===== src/design/assert_macros.svh =====
// assertion macros used by the top-level rtl file
// no dependencies; include by bare file name
`ifndef ASSERT_MACROS_SVH
`define ASSERT_MACROS_SVH

// clocked check, held off while reset is active
`define ASSERT_CLK(label, clk, rst_n, prop, msg) \
    label: assert property (@(posedge clk) disable iff (!rst_n) prop) else $error(msg);

// clocked check that also holds during reset
`define ASSERT_CLK_ALWAYS(label, clk, prop, msg) \
    label: assert property (@(posedge clk) prop) else $error(msg);

`endif


===== src/design/ises_pkg.sv =====
// types, codes and default sizes for the i2c status event sequencer
// no dependencies; imported by ises_ram and the top level
`timescale 1ns / 1ps

package ises_pkg;

    // default storage sizes
    localparam int RX_FIFO_DEPTH_DEF    = 16;
    localparam int MASTER_BUF_DEPTH_DEF = 64;
    localparam int SLAVE_TX_DEPTH_DEF   = 64;

    // field widths
    localparam int DATA_W     = 8;
    localparam int HOST_IDX_W = 6;
    localparam int COUNT_W    = 7;
    // host index widened so it covers any buffer depth up to 511
    localparam int HOST_EXT_W = 9;
    localparam int APB_AW     = 3;

    // register indexes (paddr[2])
    localparam logic REG_SLAVE_EN = 1'b0;

    // transaction modes
    localparam logic [2:0] MODE_BUS_EVENT = 3'd0;
    localparam logic [2:0] MODE_START     = 3'd1;
    localparam logic [2:0] MODE_WR_MB     = 3'd2;
    localparam logic [2:0] MODE_RD_MB     = 3'd3;
    localparam logic [2:0] MODE_WR_ST     = 3'd4;
    localparam logic [2:0] MODE_POP_FIFO  = 3'd5;

    // controller status codes
    localparam logic [7:0] SC_BUS_ERROR      = 8'h00;
    localparam logic [7:0] SC_START          = 8'h08;
    localparam logic [7:0] SC_RSTART         = 8'h10;
    localparam logic [7:0] SC_MT_SLA_ACK     = 8'h18;
    localparam logic [7:0] SC_MT_SLA_NACK    = 8'h20;
    localparam logic [7:0] SC_MT_DATA_ACK    = 8'h28;
    localparam logic [7:0] SC_MT_DATA_NACK   = 8'h30;
    localparam logic [7:0] SC_ARB_LOST       = 8'h38;
    localparam logic [7:0] SC_MR_SLA_ACK     = 8'h40;
    localparam logic [7:0] SC_MR_SLA_NACK    = 8'h48;
    localparam logic [7:0] SC_MR_DATA_ACK    = 8'h50;
    localparam logic [7:0] SC_MR_DATA_NACK   = 8'h58;
    localparam logic [7:0] SC_SR_DATA_ACK    = 8'h80;
    localparam logic [7:0] SC_SR_GC_DATA_ACK = 8'h90;
    localparam logic [7:0] SC_ST_SLA_ACK     = 8'hA8;
    localparam logic [7:0] SC_ST_ARB_SLA_ACK = 8'hB0;
    localparam logic [7:0] SC_ST_DATA_ACK    = 8'hB8;

    localparam logic [COUNT_W-1:0] COUNT_MAX = '1;

    typedef enum logic [1:0] {
        ST_IDLE  = 2'd0,
        ST_BUSY  = 2'd1,
        ST_ERROR = 2'd2
    } t_status;

    typedef enum logic [1:0] {
        ACT_NONE = 2'd0,
        ACT_SET  = 2'd1,
        ACT_CLR  = 2'd2
    } t_act;

    // per-cycle enables of one buffer
    typedef struct packed {
        logic wr;
        logic rd;
    } t_ram_en;

endpackage


===== src/design/ises_ram.sv =====
// byte buffer with one write port and one registered read port
// read sees a write to the same address in the same cycle; uses ises_pkg
`timescale 1ns / 1ps

module ises_ram
    import ises_pkg::*;
#(
    parameter int   DEPTH = MASTER_BUF_DEPTH_DEF,
    localparam int  AW    = (DEPTH > 1) ? $clog2(DEPTH) : 1
) (
    input  logic              i_clk,
    input  t_ram_en           i_en,
    input  logic [AW-1:0]     i_wr_addr,
    input  logic [DATA_W-1:0] i_wr_data,
    input  logic [AW-1:0]     i_rd_addr,
    output logic [DATA_W-1:0] o_rd_data
);

    logic [DATA_W-1:0] r_mem [DEPTH];
    logic [DATA_W-1:0] r_rd_data;

    // write port
    always_ff @(posedge i_clk) begin
        if (i_en.wr) begin
            r_mem[i_wr_addr] <= i_wr_data;
        end
    end

    // registered read with same-cycle write forwarding
    always_ff @(posedge i_clk) begin
        if (i_en.rd) begin
            if (i_en.wr && (i_wr_addr == i_rd_addr)) begin
                r_rd_data <= i_wr_data;
            end else begin
                r_rd_data <= r_mem[i_rd_addr];
            end
        end
    end

    assign o_rd_data = r_rd_data;

endmodule


===== src/design/i2c_status_event_sequencer_unit.sv =====
// top level of the i2c status event sequencer: decode, counters, fifo pointers
// depends on ises_pkg, ises_ram and assert_macros.svh
//
//   channel | direction | handshake              | payload
//   --------+-----------+------------------------+----------------------------------
//   in      | input     | i_in_valid / o_in_stall | mode, status code, bytes, index
//   out     | output    | o_out_valid / i_out_stall | actions, status, counts, read byte
//   cfg     | input     | psel penable pwrite pready | slave_enabled at byte address 0
//
// one transaction per cycle unless stalled; each passes the input and result registers
// buffer reads are issued at acceptance from next-state pointers; writes come at decode
// synchronous active-low reset clears counters, pointers, status and slave_enabled
// a stalled result holds the result register; the input register then fills and stalls
`timescale 1ns / 1ps

module i2c_status_event_sequencer_unit
    import ises_pkg::*;
#(
    parameter int RX_FIFO_DEPTH    = RX_FIFO_DEPTH_DEF,
    parameter int MASTER_BUF_DEPTH = MASTER_BUF_DEPTH_DEF,
    parameter int SLAVE_TX_DEPTH   = SLAVE_TX_DEPTH_DEF
) (
    input  logic                  i_clk,
    input  logic                  i_rst_n,
    // input channel
    input  logic                  i_in_valid,
    output logic                  o_in_stall,
    input  logic [2:0]            i_mode,
    input  logic [7:0]            i_status_code,
    input  logic [DATA_W-1:0]     i_bus_data,
    input  logic [HOST_IDX_W-1:0] i_host_index,
    input  logic [DATA_W-1:0]     i_host_byte,
    input  logic [7:0]            i_target_address_rw,
    input  logic [COUNT_W-1:0]    i_transfer_length,
    // output channel
    output logic                  o_out_valid,
    input  logic                  i_out_stall,
    output logic [DATA_W-1:0]     o_tx_byte,
    output logic                  o_tx_byte_valid,
    output logic [1:0]            o_start_action,
    output logic                  o_stop_set,
    output logic [1:0]            o_ack_action,
    output logic [1:0]            o_master_status,
    output logic [COUNT_W-1:0]    o_bytes_left,
    output logic [DATA_W-1:0]     o_host_read_byte,
    output logic                  o_fifo_empty,
    // configuration port
    input  logic                  psel,
    input  logic                  penable,
    input  logic                  pwrite,
    input  logic [APB_AW-1:0]     paddr,
    input  logic [31:0]           pwdata,
    output logic [31:0]           prdata,
    output logic                  pready
);

    localparam int MB_AW = (MASTER_BUF_DEPTH > 1) ? $clog2(MASTER_BUF_DEPTH) : 1;
    localparam int ST_AW = (SLAVE_TX_DEPTH > 1) ? $clog2(SLAVE_TX_DEPTH) : 1;
    localparam int RX_AW = $clog2(RX_FIFO_DEPTH);

    // handshake
    logic in_accept;
    logic advance;
    logic s_fire;

    // input register
    logic                  r_in_valid;
    logic [2:0]            r_in_mode;
    logic [7:0]            r_in_code;
    logic [DATA_W-1:0]     r_in_bus;
    logic [HOST_IDX_W-1:0] r_in_hidx;
    logic [DATA_W-1:0]     r_in_hbyte;
    logic [7:0]            r_in_taddr;
    logic [COUNT_W-1:0]    r_in_tlen;

    // sequencer state
    logic                  r_slave_en;
    t_status               r_status, n_status;
    logic [7:0]            r_addr, n_addr;
    logic [MB_AW-1:0]      r_mi, n_mi;
    logic [COUNT_W-1:0]    r_send, n_send;
    logic [COUNT_W-1:0]    r_rem, n_rem;
    logic [ST_AW-1:0]      r_sti, n_sti;
    logic [RX_AW-1:0]      r_head, n_head;
    logic [RX_AW-1:0]      r_tail, n_tail;

    // result register
    logic                  r_out_valid;
    logic [DATA_W-1:0]     r_out_tx;
    logic                  r_out_txv;
    t_act                  r_out_start;
    logic                  r_out_stop;
    t_act                  r_out_ack;
    t_status               r_out_status;
    logic [COUNT_W-1:0]    r_out_rem;
    logic [DATA_W-1:0]     r_out_hread;
    logic                  r_out_empty;

    // decoded result
    logic [DATA_W-1:0]     d_tx;
    logic                  d_txv;
    t_act                  d_start;
    logic                  d_stop;
    t_act                  d_ack;
    logic [DATA_W-1:0]     d_hread;

    // helper values
    t_act                  w_ack_cfg;
    logic [COUNT_W-1:0]    w_send_sel;
    logic [COUNT_W-1:0]    w_send_inc;
    logic [COUNT_W-1:0]    w_rem_dec;
    logic [MB_AW:0]        w_mi_inc;
    logic [MB_AW-1:0]      w_mi_next;
    logic [ST_AW-1:0]      w_sti_base;
    logic [ST_AW:0]        w_sti_inc;
    logic [ST_AW-1:0]      w_sti_next;
    logic [RX_AW:0]        w_tail_inc;
    logic [RX_AW-1:0]      w_tail_next;
    logic [RX_AW:0]        w_head_inc;
    logic [RX_AW-1:0]      w_head_next;
    logic [HOST_EXT_W-1:0] w_hidx_r;
    logic [HOST_EXT_W-1:0] w_hidx_i;
    logic                  w_hidx_mb_ok;
    logic                  w_hidx_st_ok;

    // buffer ports
    t_ram_en               mb_en, st_en, rx_en;
    logic                  mb_wr, st_wr, rx_wr;
    logic [MB_AW-1:0]      mb_wa, mb_ra;
    logic [DATA_W-1:0]     mb_wd, mb_rd;
    logic [ST_AW-1:0]      st_ra;
    logic [DATA_W-1:0]     st_rd;
    logic [RX_AW-1:0]      rx_rd_addr;
    logic [DATA_W-1:0]     rx_rd;

    // handshake: the input register moves on whenever the result register can take it
    assign advance    = !r_out_valid || !i_out_stall;
    assign s_fire     = r_in_valid && advance;
    assign o_in_stall = r_in_valid && !advance;
    assign in_accept  = i_in_valid && !o_in_stall;

    // configuration port
    assign pready = 1'b1;
    assign prdata = (paddr[2] == REG_SLAVE_EN) ? {31'd0, r_slave_en} : 32'd0;

    always_ff @(posedge i_clk) begin
        if (!i_rst_n) begin
            r_slave_en <= 1'b0;
        end else if (psel && penable && pwrite && pready && (paddr[2] == REG_SLAVE_EN)) begin
            r_slave_en <= pwdata[0];
        end
    end

    // input register
    always_ff @(posedge i_clk) begin
        if (!i_rst_n) begin
            r_in_valid <= 1'b0;
        end else if (in_accept) begin
            r_in_valid <= 1'b1;
        end else if (advance) begin
            r_in_valid <= 1'b0;
        end
    end

    always_ff @(posedge i_clk) begin
        if (in_accept) begin
            r_in_mode  <= i_mode;
            r_in_code  <= i_status_code;
            r_in_bus   <= i_bus_data;
            r_in_hidx  <= i_host_index;
            r_in_hbyte <= i_host_byte;
            r_in_taddr <= i_target_address_rw;
            r_in_tlen  <= i_transfer_length;
        end
    end

    // counter and pointer arithmetic
    assign w_ack_cfg  = r_slave_en ? ACT_SET : ACT_CLR;
    assign w_send_sel = (r_in_code == SC_MT_SLA_ACK) ? r_rem : r_send;
    assign w_send_inc = (r_send == COUNT_MAX) ? COUNT_MAX : r_send + 1'b1;
    assign w_rem_dec  = (r_rem != '0) ? r_rem - 1'b1 : '0;

    assign w_mi_inc  = {1'b0, r_mi} + 1'b1;
    assign w_mi_next = (w_mi_inc >= (MB_AW + 1)'(MASTER_BUF_DEPTH)) ? '0 : w_mi_inc[MB_AW-1:0];

    assign w_sti_base = (r_in_code == SC_ST_DATA_ACK) ? r_sti : '0;
    assign w_sti_inc  = {1'b0, w_sti_base} + 1'b1;
    assign w_sti_next = (w_sti_inc >= (ST_AW + 1)'(SLAVE_TX_DEPTH)) ? '0 : w_sti_inc[ST_AW-1:0];

    assign w_tail_inc  = {1'b0, r_tail} + 1'b1;
    assign w_tail_next = (w_tail_inc >= (RX_AW + 1)'(RX_FIFO_DEPTH)) ? '0
                                                                     : w_tail_inc[RX_AW-1:0];
    assign w_head_inc  = {1'b0, r_head} + 1'b1;
    assign w_head_next = (w_head_inc >= (RX_AW + 1)'(RX_FIFO_DEPTH)) ? '0
                                                                     : w_head_inc[RX_AW-1:0];

    assign w_hidx_r     = HOST_EXT_W'(r_in_hidx);
    assign w_hidx_i     = HOST_EXT_W'(i_host_index);
    assign w_hidx_mb_ok = w_hidx_r < HOST_EXT_W'(MASTER_BUF_DEPTH);
    assign w_hidx_st_ok = w_hidx_r < HOST_EXT_W'(SLAVE_TX_DEPTH);

    // status event decode: next state, actions and buffer writes
    always_comb begin
        n_status = r_status;
        n_addr   = r_addr;
        n_mi     = r_mi;
        n_send   = r_send;
        n_rem    = r_rem;
        n_sti    = r_sti;
        n_head   = r_head;
        n_tail   = r_tail;
        d_tx     = '0;
        d_txv    = 1'b0;
        d_start  = ACT_NONE;
        d_stop   = 1'b0;
        d_ack    = ACT_NONE;
        d_hread  = '0;
        mb_wr    = 1'b0;
        mb_wa    = r_mi;
        mb_wd    = r_in_bus;
        st_wr    = 1'b0;
        rx_wr    = 1'b0;
        if (s_fire) begin
            case (r_in_mode)
                MODE_BUS_EVENT: begin
                    case (r_in_code)
                        SC_BUS_ERROR: begin
                            n_status = ST_ERROR;
                            d_start  = ACT_CLR;
                            d_stop   = 1'b1;
                            d_ack    = w_ack_cfg;
                        end
                        SC_START, SC_RSTART: begin
                            n_mi  = '0;
                            d_tx  = r_addr;
                            d_txv = 1'b1;
                        end
                        SC_MT_SLA_ACK, SC_MT_DATA_ACK: begin
                            d_start = ACT_CLR;
                            if (w_send_sel != '0) begin
                                n_send = w_send_sel - 1'b1;
                                d_tx   = mb_rd;
                                d_txv  = 1'b1;
                                n_mi   = w_mi_next;
                            end else begin
                                n_send   = w_send_sel;
                                n_status = ST_IDLE;
                                n_rem    = '0;
                                d_stop   = 1'b1;
                            end
                        end
                        SC_MT_DATA_NACK, SC_MT_SLA_NACK: begin
                            if (r_in_code == SC_MT_DATA_NACK) begin
                                n_rem = w_send_inc;
                            end
                            n_status = ST_IDLE;
                            d_start  = ACT_CLR;
                            d_stop   = 1'b1;
                        end
                        SC_ARB_LOST: begin
                            d_start = ACT_SET;
                        end
                        SC_MR_DATA_ACK, SC_MR_SLA_ACK: begin
                            if (r_in_code == SC_MR_DATA_ACK) begin
                                mb_wr = 1'b1;
                                n_mi  = w_mi_next;
                            end
                            n_rem   = w_rem_dec;
                            d_ack   = (w_rem_dec != '0) ? ACT_SET : ACT_CLR;
                            d_start = ACT_CLR;
                        end
                        SC_MR_DATA_NACK, SC_MR_SLA_NACK: begin
                            mb_wr    = (r_in_code == SC_MR_DATA_NACK);
                            d_ack    = w_ack_cfg;
                            n_status = ST_IDLE;
                            d_start  = ACT_CLR;
                            d_stop   = 1'b1;
                        end
                        SC_SR_DATA_ACK, SC_SR_GC_DATA_ACK: begin
                            // a full fifo keeps overwriting its spare slot
                            rx_wr = 1'b1;
                            if (w_tail_next != r_head) begin
                                n_tail = w_tail_next;
                            end
                        end
                        SC_ST_SLA_ACK, SC_ST_ARB_SLA_ACK, SC_ST_DATA_ACK: begin
                            d_tx  = st_rd;
                            d_txv = 1'b1;
                            n_sti = w_sti_next;
                        end
                        default: begin
                        end
                    endcase
                end
                MODE_START: begin
                    n_addr   = r_in_taddr;
                    n_rem    = r_in_tlen;
                    n_status = ST_BUSY;
                    d_start  = ACT_SET;
                end
                MODE_WR_MB: begin
                    mb_wr = w_hidx_mb_ok;
                    mb_wa = w_hidx_r[MB_AW-1:0];
                    mb_wd = r_in_hbyte;
                end
                MODE_RD_MB: begin
                    if (w_hidx_mb_ok) begin
                        d_hread = mb_rd;
                    end
                end
                MODE_WR_ST: begin
                    st_wr = w_hidx_st_ok;
                end
                MODE_POP_FIFO: begin
                    if (r_head != r_tail) begin
                        d_hread = rx_rd;
                        n_head  = w_head_next;
                    end
                end
                default: begin
                end
            endcase
        end
    end

    // read addresses follow the state the accepted transaction will see
    assign mb_ra      = (i_mode == MODE_RD_MB) ? w_hidx_i[MB_AW-1:0] : n_mi;
    assign st_ra      = (i_status_code == SC_ST_DATA_ACK) ? n_sti : '0;
    assign rx_rd_addr = n_head;

    assign mb_en = '{wr: mb_wr, rd: in_accept};
    assign st_en = '{wr: st_wr, rd: in_accept};
    assign rx_en = '{wr: rx_wr, rd: in_accept};

    // master data buffer
    ises_ram #(
        .DEPTH (MASTER_BUF_DEPTH)
    ) u_master_buf (
        .i_clk     (i_clk),
        .i_en      (mb_en),
        .i_wr_addr (mb_wa),
        .i_wr_data (mb_wd),
        .i_rd_addr (mb_ra),
        .o_rd_data (mb_rd)
    );

    // slave transmit buffer
    ises_ram #(
        .DEPTH (SLAVE_TX_DEPTH)
    ) u_slave_tx_buf (
        .i_clk     (i_clk),
        .i_en      (st_en),
        .i_wr_addr (w_hidx_r[ST_AW-1:0]),
        .i_wr_data (r_in_hbyte),
        .i_rd_addr (st_ra),
        .o_rd_data (st_rd)
    );

    // slave receive fifo storage
    ises_ram #(
        .DEPTH (RX_FIFO_DEPTH)
    ) u_rx_fifo (
        .i_clk     (i_clk),
        .i_en      (rx_en),
        .i_wr_addr (r_tail),
        .i_wr_data (r_in_bus),
        .i_rd_addr (rx_rd_addr),
        .o_rd_data (rx_rd)
    );

    // sequencer state
    always_ff @(posedge i_clk) begin
        if (!i_rst_n) begin
            r_status <= ST_IDLE;
            r_addr   <= '0;
            r_mi     <= '0;
            r_send   <= '0;
            r_rem    <= '0;
            r_sti    <= '0;
            r_head   <= '0;
            r_tail   <= '0;
        end else begin
            r_status <= n_status;
            r_addr   <= n_addr;
            r_mi     <= n_mi;
            r_send   <= n_send;
            r_rem    <= n_rem;
            r_sti    <= n_sti;
            r_head   <= n_head;
            r_tail   <= n_tail;
        end
    end

    // result register
    always_ff @(posedge i_clk) begin
        if (!i_rst_n) begin
            r_out_valid <= 1'b0;
        end else if (advance) begin
            r_out_valid <= r_in_valid;
        end
    end

    always_ff @(posedge i_clk) begin
        if (s_fire) begin
            r_out_tx     <= d_tx;
            r_out_txv    <= d_txv;
            r_out_start  <= d_start;
            r_out_stop   <= d_stop;
            r_out_ack    <= d_ack;
            r_out_status <= n_status;
            r_out_rem    <= n_rem;
            r_out_hread  <= d_hread;
            r_out_empty  <= (n_head == n_tail);
        end
    end

    assign o_out_valid      = r_out_valid;
    assign o_tx_byte        = r_out_tx;
    assign o_tx_byte_valid  = r_out_txv;
    assign o_start_action   = r_out_start;
    assign o_stop_set       = r_out_stop;
    assign o_ack_action     = r_out_ack;
    assign o_master_status  = r_out_status;
    assign o_bytes_left     = r_out_rem;
    assign o_host_read_byte = r_out_hread;
    assign o_fifo_empty     = r_out_empty;

    // checks
`include "assert_macros.svh"

    `ASSERT_CLK(a_busy_from_start, i_clk, i_rst_n, (r_status != ST_BUSY) ##1 (r_status == ST_BUSY) |-> $past(s_fire && (r_in_mode == MODE_START)), "busy entered without a start transaction")
    `ASSERT_CLK(a_result_from_fire, i_clk, i_rst_n, $rose(r_out_valid) |-> $past(s_fire), "result raised without a decoded transaction")
    `ASSERT_CLK(a_tail_moves_on_fire, i_clk, i_rst_n, !$stable(r_tail) |-> $past(s_fire && (r_in_mode == MODE_BUS_EVENT)), "fifo tail moved outside a bus event")

endmodule

===== config.mk =====
export PLATFORM = sky130hd
export DESIGN_NAME = i2c_status_event_sequencer_unit
export DESIGN_NICKNAME = d
export VERILOG_FILES = /design/src/design/ises_pkg.sv /design/src/design/ises_ram.sv /design/src/design/i2c_status_event_sequencer_unit.sv
export VERILOG_INCLUDE_DIRS = /design/src /design/src/design
export SDC_FILE = /design/constraint.sdc
export NUM_CORES = 2
export LEC_CHECK = 0
export BUFFER_PORTS_ARGS = -buffer_cell sky130_fd_sc_hd__buf_2
export CAP_MARGIN = 15
export CORE_MARGIN = 5
export CORE_UTILIZATION = 25
export CTS_BUF_LIST = sky130_fd_sc_hd__clkbuf_8
export CTS_CLUSTER_SIZE = 40
export DETAILED_ROUTE_END_ITERATION = 16
export PLACE_DENSITY = 0.39
export SETUP_SLACK_MARGIN = 0.5
export SYNTH_ARGS = -nofsm -noshare
export SYNTH_HDL_FRONTEND = slang
export SYNTH_HIERARCHICAL = 1
export SYNTH_SLANG_ARGS = --single-unit

===== constraint.sdc =====
create_clock -name i_clk -period 6.2 [get_ports i_clk]
set_input_delay 0.31 -clock i_clk [delete_from_list [all_inputs] [get_ports i_clk]]
set_output_delay 0.31 -clock i_clk [all_outputs]
set_load 0.02 [all_outputs]

After elaboration in Yosys (flattened, before gate mapping) --
Memories as Yosys holds them, arrays and structs flattened. A register that Yosys moved wholly into a read port is not among the register bits. Index checks and enable logic that the tools add are counted.
Storage, ports and cells: bits in registers 127, RAM bits 1152, input port bits 90, output and inout port bits 67, logic and storage cells 172, memories kept 3
Operators by class: add/sub/neg operators 7, order comparisons 5, equality and inequality tests 27, multiplexer cells 71, bitwise operators 1, reductions and logical operators 31
Memories:
- u_master_buf.r_mem | words 64, bits a word 8, read ports 1, clocked after Yosys merged registers in 1, wr ports 1, RTL line ises_ram.sv:19 | logic [DATA_W-1:0] r_mem [DEPTH];
- u_slave_tx_buf.r_mem | words 64, bits a word 8, read ports 1, clocked after Yosys merged registers in 1, wr ports 1, RTL line ises_ram.sv:19
- u_rx_fifo.r_mem | words 16, bits a word 8, read ports 1, clocked after Yosys merged registers in 1, wr ports 1, RTL line ises_ram.sv:19
Operators by type and width (count):
- 6-bit two-way mux | 14
- 7-bit two-way mux | 7
- 8-bit == test, second input constant | 6
- 8-bit two-way mux | 5
- 4-bit two-way mux | 9
- 8-bit by 6-bit == test with 1-bit output, second input constant | 4
- 8-bit by 7-bit == test with 1-bit output, second input constant | 4
- 8-bit case mux with 3 select lines | 1
- 7-bit case mux with 3 select lines | 1
- 7-bit nonzero test | 3
- 1-bit two-way mux | 18
- 6-bit case mux with 3 select lines | 1
- 8-bit by 5-bit == test with 1-bit output, second input constant | 2
- 2-bit case mux with 2 select lines | 4
- 8-bit case mux with 2 select lines | 1
- 6-bit by 1-bit adder with 7-bit output, second input constant | 2
- 7-bit greater-or-equal comparator, second input constant | 2
- 7-bit case mux with 2 select lines | 1
- 7-bit by 1-bit subtractor with 7-bit output, second input constant | 2
- 2-bit OR reduction | 6
- 4-bit by 1-bit adder with 5-bit output, second input constant | 2
- 5-bit greater-or-equal comparator, second input constant | 2
- 5-bit OR reduction | 2
- 3-bit by 2-bit == test with 1-bit output, second input constant | 3
- other kinds (23) | 40

Depth between registers and ports, before layout --
depth in word-level cells 9, mapped depth 22

Hierarchy --
Netlist, hierarchy kept.
By module, submodules not included:
- ises_ram at u_master_buf | times used 1, cells an instance 1145, area each 20624.8 um^2
- ises_ram at u_slave_tx_buf | times used 1, cells an instance 1143, area each 20591.0 um^2
- i2c_status_event_sequencer_unit | times used 1, cells an instance 703, area each 6960.4 um^2
- ises_ram at u_rx_fifo | times used 1, cells an instance 242, area each 5480.3 um^2

Least setup slack after synthesis --
Ideal clock, no wire load.
path kind register to register, start register r_in_code[2], end register u_master_buf.r_rd_data[0] (netlist: u_master_buf/o_rd_data[0]) (read register of u_master_buf.r_mem) (data pin), library setup time 0.261 ns, arrival 4.949 ns, data required time 5.939 ns, setup slack 0.990 ns, cell stages (with the launch flop) 21, path buffers 4, path through edfxtp_1 > or3_1 > buf_2 > nor3_4 > mux2i_1 > ha_1 > or3b_1 > o41ai_2 > a21oi_1 > buf_2 > a21o_1 > and2_1 > a22o_1 > mux2_2 > clkbuf_4 > xnor2_1 > nand4_1 > nor4_4 > clkbuf_1 > nor2_1 > a221o_1
Between the ends: longest elaborated chain between the ends 8, elaborated cells on any way between the ends 17, classes of those cells eq/ne: 6; mux: 7; reduce/logical: 4
RTL lines:
- start: declaration | RTL line i2c_status_event_sequencer_unit.sv:69 | logic [7:0] r_in_code;
- start signal: assignment | RTL line i2c_status_event_sequencer_unit.sv:168 | r_in_code <= i_status_code;
- 8-bit by 5-bit == test with 1-bit output | RTL line i2c_status_event_sequencer_unit.sv:179, i2c_status_event_sequencer_unit.sv:226
- 7-bit two-way mux | RTL line i2c_status_event_sequencer_unit.sv:179 | assign w_send_sel = (r_in_code == SC_MT_SLA_ACK) ? r_rem : r_send;
- 7-bit nonzero test | RTL line i2c_status_event_sequencer_unit.sv:240 | if (w_send_sel != '0) begin
- 6-bit two-way mux | RTL line i2c_status_event_sequencer_unit.sv:240
- 6-bit case mux with 3 select lines * | RTL line i2c_status_event_sequencer_unit.sv:226 | case (r_in_code)
- 6-bit two-way mux * | RTL line i2c_status_event_sequencer_unit.sv:224 | case (r_in_mode)
- 6-bit two-way mux * | RTL line i2c_status_event_sequencer_unit.sv:223 | if (s_fire) begin
- 6-bit two-way mux * | RTL line i2c_status_event_sequencer_unit.sv:327 | assign mb_ra = (i_mode == MODE_RD_MB) ? w_hidx_i[MB_AW-1:0] : n_mi;
- named net mb_ra[0] | RTL line i2c_status_event_sequencer_unit.sv:129 | logic [MB_AW-1:0] mb_wa, mb_ra;
- end: declaration | RTL line ises_ram.sv:20 | logic [DATA_W-1:0] r_rd_data;
Mark *: on every way through the listed nets, which the timed path passes. The rest lies on a longest branch. A chain may end at the register's enable or synchronous reset.

Worst setup path in the final report --
start register r_in_code[5], end register u_master_buf.r_rd_data[7] (netlist: u_master_buf/o_rd_data[7]) (read register of u_master_buf.r_mem) (data pin)
The elaborated chain is that of the path after synthesis.

==> results.txt <==
----------------------------------------------------
[Worst hold path]
  Hold path start ... i_out_stall
  Number of cells traversed by the worst hold path ... 4
  Class of the most critical hold timing path ... in2reg

[Drt]
  Detailed-routing iteration count for the pre-antenna-repair pass ... 6
  First-iteration detailed-routing DRC count ... 2,119
  Vias per inst ... 4.55
  Post-DRT Antenna Nets ... 0
  Routed len/inst ... 23.6 um
  Total wirelength of the detailed-routed design ... 156,000 um
  Routed via count ... 30,100
  Number of remaining DRC errors ... 0

[Floorplan]
  Count of boundary I/O pins ... 157
  Core Footprint ... 214,000 sq um
  Die span in x ... 473 um
  Initial core utilization ... 25.1%
  Row Count ... 170
  Height of the die ... 473 um
  Overall die area ... 224,000 sq um

[Synth]
  Cell with the most instances after synthesis ... sky130_fd_sc_hd__edfxtp_1
  Synth Flop Type ... sky130_fd_sc_hd__edfxtp_1
  Biggest area consumer among synthesized cells ... sky130_fd_sc_hd__edfxtp_1
  Yosys warning total ... 6
  Async SR Flop Fraction ... 0%
  Count of flip-flops with a built-in enable after synthesis ... 1,256
  Number of unique standard cell types used by synthesis ... 87
  Average cell area after synthesis ... 16.6 sq um
  Top post-synthesis cells by area ... sky130_fd_sc_hd__edfxtp_1 (70%), sky130_fd_sc_hd__mux2i_1 (7.6%), sky130_fd_sc_hd__mux4_2 (2.4%)
  Cell area after technology mapping ... 53,700 sq um
  Number of synthesized register bits ... 1,303
  Sequential element share of the synthesized area ... 72.0%
  Ranking of synthesized cells by instance count ... sky130_fd_sc_hd__edfxtp_1 (1,256), sky130_fd_sc_hd__mux2i_1 (405), sky130_fd_sc_hd__nor2_1 (218)
  Post-synth top area share ... 70.3%
  Instance count of the mapped netlist ... 3,233

[STA]
  Slew margin rel. ... 19.8%
  Minimum clock period ... 5.61 ns
  Fin Setup TNS ... 0 ns
  Setup violation total in the final timing report ... 0
  Post-route clock skew ... 0.0903 ns
  Slew @ Worst Pin ... 1.20 ns
  Ratio of final minimum period to clock period ... 90.4%
  Worst-case hold slack ... 0.183 ns
  Number of max-slew violations in the final report ... 0
  Unrepaired setup endpoints after global routing ... no
  Final Hold Vio Count ... 0
  Upper clock frequency limit ... 178 MHz

[Global route]
  Number of antenna violations at the first check in global routing ... 3
  First-pass GRT wire length ... 223,000 um
  Largest net degree at the start of global routing ... 88
  Number of global-route vias before repair ... 30,800
  Global-route congestion overflow total ... 0
  Total GRT Usage ... 13.6%

[Critical path]
  Critical path arrival ... 6.29 ns
  Number of cells on the worst reg-to-reg path ... 18
  Worst Setup Path Type ... reg2reg
  Required time at the endpoint of the critical path ... 6.88 ns
  Setup crit start ... r_in_code[5]$_DFFE_PP_
  Worst R2R Start ... r_in_code[5]$_DFFE_PP_
  Sort of element at the start of the critical path ... flip-flop
  Kind of capture point of the worst setup path ... flip-flop
  Largest fanout on the critical path ... 8

[Place]
  Number of I/O port buffers ... 91
  Count of placed standard cells including taps ... 6,085
  Last weighted congestion value of the routability-driven placer ... 0.768
  HPWL after DPL ... 97,700 um

[Clock network]
  H-Tree Level Count ... 4
  Number of clock buffers inserted by TritonCTS ... 229
  Post-CTS clock slew at the launch and capture registers of the worst setup and hold paths ... 0.06 ns
  Root Buffer ... sky130_fd_sc_hd__clkbuf_8
  Sinks on the clock net ... 1,303
  TritonCTS clock tree ... yes
  Source-to-sink clock delay at the later pin of the worst-skew pair ... 0.96 ns
  Maximum clock insertion buffer count ... 3

[Power and ir drop]
  Lkg Pwr ... 19.4 nW
  Worst IR Drop VDD ... 167 uV
  Power density over the cells ... 283 nW/um^2

[Finish]
  Signed area change from the synthesized netlist to the final layout ... 18.1%
  Share of post-route cells with drive strength above 1 ... 17.6%
  Final cell count without fillers ... 6,620
  Post-Route Utilization ... 29.6%
  Number of nets in the layout ... 3,684
  Number of fill cells ... 21,500

[Run status]
  Run status ... completed

[Job]
  Total of max-cap violations ... 0

----------------------------------------------------
per-layer routing:
metal	track usage (%)	wire [um]	vias to the layer above
met4	3.39	2870	0
met1	19.0	73500	15600
met5	0	0	-
met3	2.62	7020	230
met2	21.7	72500	693
li1	-	-	13600
cell type report:
type / count / area [sq um] / area share (%)
inverter: 18 / 67.6 / 0.107
antenna: 8 / 20.0 / 0.0316
tap: 2838 / 3550 / 5.61
sequential: 1303 / 38700 / 61.0
multi-input combinational: 1718 / 14000 / 22.2
timing repair buffer: 317 / 2690 / 4.25
clock buffer: 233 / 3210 / 5.06
clock inverter: 185 / 1120 / 1.77
path summary, 6_finish.rpt:
check                                        end  slack [ns]
max reg2reg  u_master_buf/o_rd_data[7]$_DFFE_PP_        0.59
min                     o_out_valid$_SDFFE_PN0N_        0.18
min reg2reg               r_addr[3]$_SDFFE_PN0P_        0.45
max          u_master_buf/o_rd_data[7]$_DFFE_PP_        0.59
where the power goes:
| part | internal (mW) | switching (mW) | leakage (nW) |
|---|---|---|---|
| registers | 9.71 | 0.0660 | 11.7 |
| logic | 0.179 | 0.397 | 5.17 |
| clock network | 3.95 | 3.65 | 2.49 |
| total | 13.8 | 4.11 | 19.4 |
timing repair:
item                                    in CTS  in global routing
gates cloned                                 1                  0
setup buffers                                6                  6
pin swaps                                    3                  2
endpoints found under the setup margin       8                 14
hold buffers                                96                  0
endpoints found under the hold margin       66                  0
gates resized for setup                      7                 12
state kept, by name, summed over array words and instances (netlist names), 8 cells and up:
signal	count
u_master_buf/o_rd_data	8
u_slave_tx_buf/r_mem	512
r_in_code	8
o_tx_byte	8
u_rx_fifo/o_rd_data	8
o_host_read_byte	8
u_slave_tx_buf/o_rd_data	8
u_rx_fifo/r_mem	128
u_master_buf/r_mem	512
r_in_taddr	8
r_in_hbyte	8
r_in_bus	8
r_addr	8
critical path: stages (launching register included):
cell	delay, ns
sky130_fd_sc_hd__edfxtp_1	0.42
sky130_fd_sc_hd__or3_4	0.44
sky130_fd_sc_hd__nor3_4	0.23
sky130_fd_sc_hd__buf_12	0.15
sky130_fd_sc_hd__mux2i_1	0.28
sky130_fd_sc_hd__ha_2	0.26
sky130_fd_sc_hd__or3b_4	0.42
sky130_fd_sc_hd__o41ai_2	0.27
sky130_fd_sc_hd__a21oi_2	0.12
sky130_fd_sc_hd__a21o_1	0.22
sky130_fd_sc_hd__a32oi_1	0.20
sky130_fd_sc_hd__o21ai_0	0.16
sky130_fd_sc_hd__mux2_2	0.36
sky130_fd_sc_hd__nand2b_1	0.51
sky130_fd_sc_hd__buf_4	0.36
sky130_fd_sc_hd__a21oi_1	0.29
sky130_fd_sc_hd__nor2_1	0.17
sky130_fd_sc_hd__nor4b_1	0.17
sky130_fd_sc_hd__a221o_1	0.28
metrics by stage:
step	setup WS (ns)	power, mW	area (sq um)
6_report	0.594	18.0	63400
5_1_grt	0.519	18.7	63300
4_1_cts	0.547	18.3	63200
3_5_place_dp	0.263	10.5	57800
3_3_place_gp	0.299	10.5	57800
2_1_floorplan	0.990	10.2	53800
placed cells by master (no fill, tap or decap), types with 17 or more instances in the layout:
cell type	synthesis	layout
sky130_fd_sc_hd__buf_4	60	106
sky130_fd_sc_hd__nand2b_1	20	19
sky130_fd_sc_hd__xnor2_1	22	22
sky130_fd_sc_hd__nand3_1	61	58
sky130_fd_sc_hd__clkbuf_8	0	233
sky130_fd_sc_hd__xor2_1	18	18
sky130_fd_sc_hd__nor3_1	37	33
sky130_fd_sc_hd__clkinv_1	0	65
sky130_fd_sc_hd__mux4_1	31	31
sky130_fd_sc_hd__mux2_2	52	50
sky130_fd_sc_hd__buf_2	55	91
sky130_fd_sc_hd__dfxtp_1	47	47
sky130_fd_sc_hd__buf_12	0	24
sky130_fd_sc_hd__a21oi_1	134	130
sky130_fd_sc_hd__inv_1	16	93
sky130_fd_sc_hd__mux4_2	57	57
sky130_fd_sc_hd__o21ai_0	43	43
sky130_fd_sc_hd__o22ai_1	17	17
sky130_fd_sc_hd__a22oi_1	146	145
sky130_fd_sc_hd__a2111oi_0	25	24
sky130_fd_sc_hd__dlygate4sd3_1	0	96
sky130_fd_sc_hd__edfxtp_1	1256	1256
sky130_fd_sc_hd__a221oi_1	35	35
sky130_fd_sc_hd__mux2i_1	405	404
sky130_fd_sc_hd__nor2b_1	38	35
sky130_fd_sc_hd__a211oi_1	18	17
sky130_fd_sc_hd__clkinv_2	0	20
sky130_fd_sc_hd__nand2_1	94	94
sky130_fd_sc_hd__conb_1	2	32
sky130_fd_sc_hd__and2_1	23	21
sky130_fd_sc_hd__nor2_1	218	216
logic make-up (layout without fill, tap and decap cells):
kind of cell / Yosys count / after routing / synth area share, %
AO/OA/AOI/OAI: 489 / 489 / 6.33
XOR/XNOR: 41 / 41 / 0.695
adder cells (fa/ha/maj): 7 / 7 / 0.163
buffers and inverters: 243 / 753 / 2.45
flip-flops: 1303 / 1303 / 72.0
multiplexers: 546 / 547 / 12.6
other: 2 / 40 / 0.0140
AND/OR/NAND/NOR: 602 / 602 / 5.72
Note: power is estimated with default switching activity, not from simulation.
